===== config.mk =====
export PLATFORM = sky130hd
export DESIGN_NAME = sm3_hash_unit
export DESIGN_NICKNAME = d
export VERILOG_FILES = /design/src/design/sm3_pkg.sv /design/src/design/sm3_msg_window.sv /design/src/design/sm3_round.sv /design/src/design/sm3_hash_unit.sv
export VERILOG_INCLUDE_DIRS = /design/src /design/src/design
export SDC_FILE = /design/constraint.sdc
export NUM_CORES = 2
export LEC_CHECK = 0
export BUFFER_PORTS_ARGS = -buffer_cell sky130_fd_sc_hd__buf_2
export CAP_MARGIN = 20
export CORE_UTILIZATION = 48
export CTS_CLUSTER_SIZE = 30
export DETAILED_ROUTE_END_ITERATION = 16
export PLACE_DENSITY = 0.61
export SYNTH_ARGS = -nofsm -noshare
export SYNTH_HDL_FRONTEND = slang
export SYNTH_HIERARCHICAL = 1
export SYNTH_SLANG_ARGS = --single-unit

===== constraint.sdc =====
create_clock -name clock -period 10.55 [get_ports clock]
set_input_delay 0.5275 -clock clock [delete_from_list [all_inputs] [get_ports clock]]
set_output_delay 0.5275 -clock clock [all_outputs]
set_load 0.02 [all_outputs]

===== src/design/sm3_hash_unit_assert.svh =====
// Assertion macros for the SM3 hash unit.
`ifndef SM3_HASH_UNIT_ASSERT_SVH
`define SM3_HASH_UNIT_ASSERT_SVH

// same-cycle implication, on clock, off while reset
`define SM3_ASSERT_NOW(label, pre, post) \
   label: assert property (@(posedge clock) disable iff (reset) (pre) |-> (post)) \
      else $error("sm3_hash_unit: same-cycle check failed");

// next-cycle implication, on clock, off while reset
`define SM3_ASSERT_NEXT(label, pre, post) \
   label: assert property (@(posedge clock) disable iff (reset) (pre) |=> (post)) \
      else $error("sm3_hash_unit: next-cycle check failed");

`endif


===== src/design/sm3_pkg.sv =====
package sm3_pkg;

   typedef logic [31:0] word_type;
   typedef word_type [7:0] chain_type;   // index 0 is word A

   typedef enum logic [1:0] {
      ST_IDLE,
      ST_PAD,
      ST_COMP,
      ST_OUT
   } state_type;

   typedef struct packed {
      logic     push;
      logic     expand;
      word_type push_word;
   } win_ctrl_type;

   typedef struct packed {
      logic load;
      logic step;
   } round_ctrl_type;

   localparam int ROUNDS = 64;
   localparam int ROUND_W = $clog2(ROUNDS);
   localparam int DIGEST_WORDS = 8;
   localparam int OUT_IDX_W = $clog2(DIGEST_WORDS);
   localparam int BLOCK_WORDS = 16;
   localparam int FILL_W = $clog2(BLOCK_WORDS);

   localparam word_type T_LOW  = 32'h79CC4519;
   localparam word_type T_HIGH = 32'h7A879D8A;
   localparam word_type PAD_MARKER = 32'h80000000;

   localparam chain_type SM3_IV = {
      32'hB0FB0E4E, 32'hE38DEE4D, 32'h163138AA, 32'hA96F30BC,
      32'hDA8A0600, 32'h172442D7, 32'h4914B2B9, 32'h7380166F
   };

   function automatic word_type rotl32(input word_type x, input logic [4:0] n);
      logic [63:0] d;
      d = {x, x} << n;
      return d[63:32];
   endfunction

   function automatic word_type perm0(input word_type x);
      return x ^ rotl32(x, 5'd9) ^ rotl32(x, 5'd17);
   endfunction

   function automatic word_type perm1(input word_type x);
      return x ^ rotl32(x, 5'd15) ^ rotl32(x, 5'd23);
   endfunction

   // round constant already rotated by the round index
   function automatic word_type round_const(input logic [ROUND_W-1:0] j);
      word_type t;
      t = (j < ROUND_W'(16)) ? T_LOW : T_HIGH;
      return rotl32(t, j[4:0]);
   endfunction

endpackage


===== src/design/sm3_msg_window.sv =====
module sm3_msg_window (
   input  logic                  clock,
   input  sm3_pkg::win_ctrl_type ctrl,
   output sm3_pkg::word_type     w_cur,
   output sm3_pkg::word_type     w_ahead
);
   import sm3_pkg::*;

   word_type win_ff [BLOCK_WORDS];
   word_type win_in [BLOCK_WORDS];
   word_type expanded;

   // w[j+16] from the sliding window of w[j..j+15]
   assign expanded = perm1(win_ff[0] ^ win_ff[7] ^ rotl32(win_ff[13], 5'd15))
                     ^ rotl32(win_ff[3], 5'd7) ^ win_ff[10];

   always_comb begin
      for (int i = 0; i < BLOCK_WORDS - 1; i++) begin
         win_in[i] = win_ff[i + 1];
      end
      win_in[BLOCK_WORDS - 1] = ctrl.push ? ctrl.push_word : expanded;
   end

   always_ff @(posedge clock) begin
      if (ctrl.push || ctrl.expand) begin
         win_ff <= win_in;
      end
   end

   assign w_cur   = win_ff[0];
   assign w_ahead = win_ff[4];

endmodule


===== src/design/sm3_round.sv =====
module sm3_round (
   input  logic                           clock,
   input  sm3_pkg::round_ctrl_type        ctrl,
   input  logic [sm3_pkg::ROUND_W-1:0]    round_idx,
   input  sm3_pkg::word_type              w_cur,
   input  sm3_pkg::word_type              w_ahead,
   input  sm3_pkg::chain_type             chain,
   output sm3_pkg::chain_type             v_next
);
   import sm3_pkg::*;

   chain_type v_ff;
   word_type  a12, ss1, ss2, ff_val, gg_val, tt1, tt2;

   always_comb begin
      a12 = rotl32(v_ff[0], 5'd12);
      ss1 = rotl32(a12 + v_ff[4] + round_const(round_idx), 5'd7);
      ss2 = ss1 ^ a12;
      if (round_idx < ROUND_W'(16)) begin
         ff_val = v_ff[0] ^ v_ff[1] ^ v_ff[2];
         gg_val = v_ff[4] ^ v_ff[5] ^ v_ff[6];
      end else begin
         ff_val = (v_ff[0] & v_ff[1]) | (v_ff[0] & v_ff[2]) | (v_ff[1] & v_ff[2]);
         gg_val = (v_ff[4] & v_ff[5]) | (~v_ff[4] & v_ff[6]);
      end
      tt1 = ff_val + v_ff[3] + ss2 + (w_cur ^ w_ahead);
      tt2 = gg_val + v_ff[7] + ss1 + w_cur;
      v_next[0] = tt1;
      v_next[1] = v_ff[0];
      v_next[2] = rotl32(v_ff[1], 5'd9);
      v_next[3] = v_ff[2];
      v_next[4] = perm0(tt2);
      v_next[5] = v_ff[4];
      v_next[6] = rotl32(v_ff[5], 5'd19);
      v_next[7] = v_ff[6];
   end

   always_ff @(posedge clock) begin
      if (ctrl.load) begin
         v_ff <= chain;
      end else if (ctrl.step) begin
         v_ff <= v_next;
      end
   end

endmodule


===== src/design/sm3_hash_unit.sv =====
// SM3 hash unit: one message word per item, digest as eight result items.
// A word that does not complete a block is just stored; the 16th word of a block
// starts the compression, one round per cycle in one shared round unit.
// No new word is taken while a block is being compressed.
// Last word: the padding words, one or two compressions, then 8 digest items.
// Synchronous active-high reset loads the initial vector and clears length and fill.
`include "sm3_hash_unit_assert.svh"

module sm3_hash_unit (
   input  logic        clock,
   input  logic        reset,
   input  logic        req_tvalid,
   output logic        req_tready,
   input  logic [39:0] req_tdata,   // [31:0] message_word, [34:32] valid_bytes, [39:35] zero
   input  logic        req_tlast,   // last_word
   output logic        rsp_tvalid,
   input  logic        rsp_tready,
   output logic [31:0] rsp_tdata,   // [31:0] digest_word
   output logic        rsp_tlast    // digest_last
);
   import sm3_pkg::*;

   state_type            state_ff, state_in;
   logic [FILL_W-1:0]    fill_ff, fill_in;
   logic [63:0]          bitlen_ff, bitlen_in;
   logic [ROUND_W-1:0]   round_ff, round_in;
   logic [OUT_IDX_W-1:0] out_idx_ff, out_idx_in;
   logic                 pad_ff, pad_in;
   logic                 marker_ff, marker_in;
   logic                 hi_ok_ff, hi_ok_in;
   logic                 final_ff, final_in;
   chain_type            chain_ff, chain_in;

   win_ctrl_type   win_ctrl;
   round_ctrl_type rnd_ctrl;
   word_type       w_cur, w_ahead;
   chain_type      v_next;

   logic      req_accept, rsp_accept, last_accept, marker_push, comp_done, out_done;
   logic [2:0] nb_eff;
   word_type  msg_word, last_word_val, pad_word;

   assign msg_word   = req_tdata[31:0];
   assign nb_eff     = (req_tdata[34:32] > 3'd4) ? 3'd4 : req_tdata[34:32];
   assign req_accept = req_tvalid && req_tready;
   assign rsp_accept = rsp_tvalid && rsp_tready;
   assign last_accept = req_accept && req_tlast;
   assign comp_done  = (state_ff == ST_COMP) && (round_ff == ROUND_W'(ROUNDS - 1));
   assign out_done   = rsp_accept && rsp_tlast;

   always_comb begin
      case (nb_eff[1:0])
         2'd1:    last_word_val = {msg_word[31:24], 24'h800000};
         2'd2:    last_word_val = {msg_word[31:16], 16'h8000};
         2'd3:    last_word_val = {msg_word[31:8], 8'h80};
         default: last_word_val = PAD_MARKER;
      endcase
   end

   always_comb begin
      if (marker_ff) begin
         pad_word = PAD_MARKER;
      end else if (hi_ok_ff && fill_ff == FILL_W'(BLOCK_WORDS - 2)) begin
         pad_word = bitlen_ff[63:32];
      end else if (hi_ok_ff && fill_ff == FILL_W'(BLOCK_WORDS - 1)) begin
         pad_word = bitlen_ff[31:0];
      end else begin
         pad_word = '0;
      end
   end

   // next state
   always_comb begin
      state_in = state_ff;
      case (state_ff)
         ST_IDLE: begin
            if (req_accept) begin
               if (fill_ff == FILL_W'(BLOCK_WORDS - 1)) begin
                  state_in = ST_COMP;
               end else if (req_tlast) begin
                  state_in = ST_PAD;
               end
            end
         end
         ST_PAD: begin
            if (fill_ff == FILL_W'(BLOCK_WORDS - 1)) begin
               state_in = ST_COMP;
            end
         end
         ST_COMP: begin
            if (comp_done) begin
               if (final_ff) begin
                  state_in = ST_OUT;
               end else if (pad_ff) begin
                  state_in = ST_PAD;
               end else begin
                  state_in = ST_IDLE;
               end
            end
         end
         ST_OUT: begin
            if (out_done) begin
               state_in = ST_IDLE;
            end
         end
         default: state_in = ST_IDLE;
      endcase
   end

   // outputs of the sequencer
   always_comb begin
      req_tready         = 1'b0;
      rsp_tvalid         = 1'b0;
      win_ctrl.push      = 1'b0;
      win_ctrl.expand    = 1'b0;
      win_ctrl.push_word = msg_word;
      marker_push        = 1'b0;
      case (state_ff)
         ST_IDLE: begin
            // always ready here, so tvalid alone marks an accepted item
            req_tready    = 1'b1;
            win_ctrl.push = req_tvalid;
            if (req_tlast && nb_eff != 3'd4) begin
               win_ctrl.push_word = last_word_val;
               marker_push        = req_tvalid;
            end
         end
         ST_PAD: begin
            win_ctrl.push      = 1'b1;
            win_ctrl.push_word = pad_word;
            marker_push        = marker_ff;
         end
         ST_COMP: begin
            win_ctrl.expand = 1'b1;
         end
         ST_OUT: begin
            rsp_tvalid = 1'b1;
         end
         default: begin
            req_tready = 1'b0;
         end
      endcase
      rnd_ctrl.load = win_ctrl.push && (fill_ff == FILL_W'(BLOCK_WORDS - 1));
      rnd_ctrl.step = (state_ff == ST_COMP);
   end

   assign rsp_tdata = chain_ff[0];
   assign rsp_tlast = (out_idx_ff == OUT_IDX_W'(DIGEST_WORDS - 1));

   always_comb begin
      fill_in    = win_ctrl.push ? fill_ff + FILL_W'(1) : fill_ff;
      round_in   = rnd_ctrl.step ? round_ff + ROUND_W'(1) : '0;
      out_idx_in = rsp_accept ? out_idx_ff + OUT_IDX_W'(1) : out_idx_ff;

      bitlen_in = bitlen_ff;
      if (req_accept) begin
         bitlen_in = req_tlast ? bitlen_ff + {58'd0, nb_eff, 3'd0} : bitlen_ff + 64'd32;
      end else if (out_done) begin
         bitlen_in = '0;
      end

      pad_in    = pad_ff;
      marker_in = marker_ff;
      hi_ok_in  = hi_ok_ff;
      final_in  = final_ff;
      if (last_accept) begin
         pad_in    = 1'b1;
         marker_in = (nb_eff == 3'd4);
      end
      if (state_ff == ST_PAD && marker_ff) begin
         marker_in = 1'b0;
      end
      // length words only go where a padding run reaches the block's last two slots
      if (marker_push && fill_ff != FILL_W'(BLOCK_WORDS - 2)) begin
         hi_ok_in = 1'b1;
      end
      if (state_ff == ST_PAD && !marker_ff && fill_ff == FILL_W'(BLOCK_WORDS - 1)) begin
         if (hi_ok_ff) begin
            final_in = 1'b1;
         end else begin
            hi_ok_in = 1'b1;
         end
      end
      if (out_done) begin
         pad_in   = 1'b0;
         hi_ok_in = 1'b0;
         final_in = 1'b0;
      end

      chain_in = chain_ff;
      if (comp_done) begin
         chain_in = chain_ff ^ v_next;
      end else if (out_done) begin
         chain_in = SM3_IV;
      end else if (rsp_accept) begin
         for (int i = 0; i < DIGEST_WORDS - 1; i++) begin
            chain_in[i] = chain_ff[i + 1];
         end
         chain_in[DIGEST_WORDS - 1] = chain_ff[0];
      end
   end

   always_ff @(posedge clock) begin
      if (reset) begin
         state_ff   <= ST_IDLE;
         fill_ff    <= '0;
         bitlen_ff  <= '0;
         round_ff   <= '0;
         out_idx_ff <= '0;
         pad_ff     <= 1'b0;
         marker_ff  <= 1'b0;
         hi_ok_ff   <= 1'b0;
         final_ff   <= 1'b0;
         chain_ff   <= SM3_IV;
      end else begin
         state_ff   <= state_in;
         fill_ff    <= fill_in;
         bitlen_ff  <= bitlen_in;
         round_ff   <= round_in;
         out_idx_ff <= out_idx_in;
         pad_ff     <= pad_in;
         marker_ff  <= marker_in;
         hi_ok_ff   <= hi_ok_in;
         final_ff   <= final_in;
         chain_ff   <= chain_in;
      end
   end

   sm3_msg_window u_window (
      .clock   (clock),
      .ctrl    (win_ctrl),
      .w_cur   (w_cur),
      .w_ahead (w_ahead)
   );

   sm3_round u_round (
      .clock     (clock),
      .ctrl      (rnd_ctrl),
      .round_idx (round_ff),
      .w_cur     (w_cur),
      .w_ahead   (w_ahead),
      .chain     (chain_ff),
      .v_next    (v_next)
   );

   `SM3_ASSERT_NOW(a_no_input_while_output, rsp_tvalid, !req_tready)
   `SM3_ASSERT_NEXT(a_block_starts_round0, rnd_ctrl.load, state_ff == ST_COMP && round_ff == '0)
   `SM3_ASSERT_NEXT(a_comp_ends, comp_done, state_ff != ST_COMP)
   `SM3_ASSERT_NEXT(a_clean_after_digest, out_done, state_ff == ST_IDLE && bitlen_ff == '0)
   `SM3_ASSERT_NEXT(a_empty_after_digest, out_done, fill_ff == '0 && !pad_ff)

endmodule

==> impl_metrics.tcl <==
set metrics [dict create \
    status "completed" \
    drive_gt1_share_pct 14.57 \
    dpl_cell_area_um2 61890 \
    postCtsSetupRepairBufs 0 \
    ys_types 98 \
    grt_overflow 0 \
    r2r-end "rsp_tdata[24]" \
    async_reset_ff_share_pct 0 \
    final-hold-violation-count 0 \
    cts-root-buf "clkbuf_16" \
    cts_max_level 3 \
    tns_ns 0 \
    die_y_um 359.7 \
    min_path_type "input port to flip-flop" \
    area_delta_synth_final_pct 7.582 \
    antenna_found_initial 7 \
    rsz0062_at_grt "false" \
    cp.arrival_ns 10.56 \
    ir_worst_vdd_v 0.0001489 \
    dp_hpwl_um 144700 \
    period_share_pct 94.64 \
    clkLatencyLatePin_ns 0.78 \
    p_per_area_nw_per_um2 184.9 \
    post-place-ws_ns 0.7081 \
    finClkSkew_ns 0.07894 \
    cts_tree "yes" \
    postSynthCellCount 5490 \
    cts.path.max_buffers 3 \
    die_w_um 359.7 \
    fin_crit_ns 9.985 \
    tightestPinTransition_ns 1.299 \
    slew_headroom_pct 13.42 \
    r2r_cells 43 \
    grt_util_all_layers_pct 30.46 \
    cts_num_sinks 1104 \
    gp_congestion 0.9714 \
    core_um2 126200 \
    synth_ff_type "edfxtp_1" \
    rows 130 \
    drc 0 \
    p_total_mw 12.21 \
    port_buffers 74 \
    slew_viol_final 0 \
    start_kind "flip-flop" \
    synth_edf_count 768 \
    worst_path_most_repeated_cell "buf_4" \
    crit_fanout 10 \
    drt-wirelength-per-cell_um 28.61 \
    max_cap_viol_count 0 \
    ios 80 \
    max_stage_delay_ns 0.57 \
    wirelength_um 200600 \
    initial_utilization_pct 48.65 \
    syn_avg_cell_area_um2 11.19 \
    yosysSeqAreaShare_pct 48.51 \
    drt-pass1-iter-count 8 \
    cts-buffers-inserted 117 \
    layout_common_cells "edfxtp_1, o21ai_0, inv_1" \
    ys_seq_elements 1104 \
    worstSetupEndpoint "rsp_tdata[24]" \
    critPathSlowestCell "fa_1" \
    synth_top_cell_area_share_pct 37.56 \
    synth.cell_area_um2 61410 \
    grt_pass1_vias 40350 \
    path_clk_slew_ns 0.06 \
    max_freq_ghz 0.1002 \
    worst_slack_ns 0.5652 \
    cp-end-kind "flip-flop" \
    vias 43590 \
    rrSetupSlack_ns 0.57 \
    finalInstanceArea_um2 66060 \
    p_leak_nw 22.99 \
    worst_ep_required_time_ns 11.13 \
    crit_start "round_ff[5]" \
    ant_nets 0 \
    dieArea_um2 129400 \
    critical_path_class "flip-flop to flip-flop" \
    setup_viol 0 \
    layout_commonest_cell "edfxtp_1" \
    synthesis.nets 5829 \
    cts_resized 0 \
    synth_area_leaders "edfxtp_1, dfxtp_1, fa_1" \
    yosys.area.top_type "edfxtp_1" \
    ys.warnings.count 6 \
    grt_pass1_wl_um 286900 \
    cts_hold_buf 0 \
    drtIter0Drc 5273 \
    vias_per_cell 6.214 \
    grt_max_degree 194 \
    rr_startpoint "round_ff[5]" \
    nets 5599 \
]
[registers in the layout (all words and copies together), names as in the netlist, 32 cells and up]
register          cells
u_round/v_next      192
chain_ff            224
rsp_tdata            32
u_window/w_cur       32
u_window/win_ff     448
u_round/v_ff         64
bitlen_ff            61
u_window/w_ahead     32
[worst min path at each step]
| stage | endpoint | slack [ns] | depth (start not counted) | start |
|---|---|---|---|---|
| 2_1_floorplan | u_window/w_ahead[0] | 0.40 | 0 | u_window/win_ff[320] |
| 3_3_place_gp | u_window/w_cur[30] | 0.40 | 0 | u_window/win_ff[478] |
| 3_5_place_dp | u_window/w_ahead[14] | 0.40 | 0 | u_window/win_ff[334] |
| 4_1_cts | bitlen_ff[6] | 0.18 | 4 | req_tvalid |
| 5_1_grt | bitlen_ff[6] | 0.24 | 4 | req_tvalid |
| 6_report | out_idx_ff[2] | 0.24 | 4 | rsp_tready |
[through the flow]
stage          util (%)  hold slack [ns]  std cells
6_report          52.34           0.2424       7014
4_1_cts           52.32           0.1753       7012
2_1_floorplan         -           0.4003       5490
3_3_place_gp      49.03           0.4004       6791
3_5_place_dp      49.03           0.4045       6791
5_1_grt           52.33           0.2418       7012
[worst max-delay path: cells and delay by family, from the launching register on]
kind                       cells  cell delay [ns]
AOI/OAI and AO/OA             18             3.84
adders and majority gates      7             2.84
buffers and inverters          9             1.33
and+or+nand+nor                6             0.99
DFF                            1             0.37
xor gates and xnor gates       2             0.28
muxes                          1             0.14
[synthesized netlist by cell type, types with 189 or more instances]
| library cell | instances |
|---|---|
| edfxtp_1 | 768 |
| o21ai_0 | 410 |
| inv_1 | 355 |
| dfxtp_1 | 336 |
| nor2_1 | 294 |
| buf_4 | 290 |
| nand2_1 | 274 |
| xnor2_1 | 274 |
| clkbuf_1 | 257 |
| mux2_2 | 257 |
| fa_1 | 189 |
| nand3_1 | 189 |
[routing by layer]
metal	global-route usage, %	routed length, um
met5	0	0
met4	11.28	7809
met3	6.345	18460
met2	44.42	85880
met1	44.46	88500
[power breakdown]
group          internal [mW]  total, mW  switching, mW
Combinational           1.04       2.58           1.54
Clock                   2.58       4.43           1.85
Sequential              5.06       5.21          0.157
Total                   8.67       12.2           3.55
[logic make-up after synthesis]
logic type,count (synthesis),synth area share [%]
buffers and inverters,941,7.557
xor gates and xnor gates,385,6.406
DFF,1104,48.51
and+or+nand+nor,1013,7.678
adders and majority gates,294,8.301
AOI/OAI and AO/OA,1444,15.96
muxes,309,5.585
[cell type report]
| cell class | instances | area, um^2 |
|---|---|---|
| clock inverters | 70 | 943.4 |
| well taps | 1650 | 2064 |
| inverters | 358 | 1349 |
| flip-flops and latches | 1104 | 29790 |
| diodes | 2 | 5.005 |
| clock buffers | 151 | 3207 |
| fillers | 11070 | 60160 |
| repair buffers | 234 | 1644 |
| multi-input cells | 3445 | 27060 |
Power figures use the tool's default switching activity.
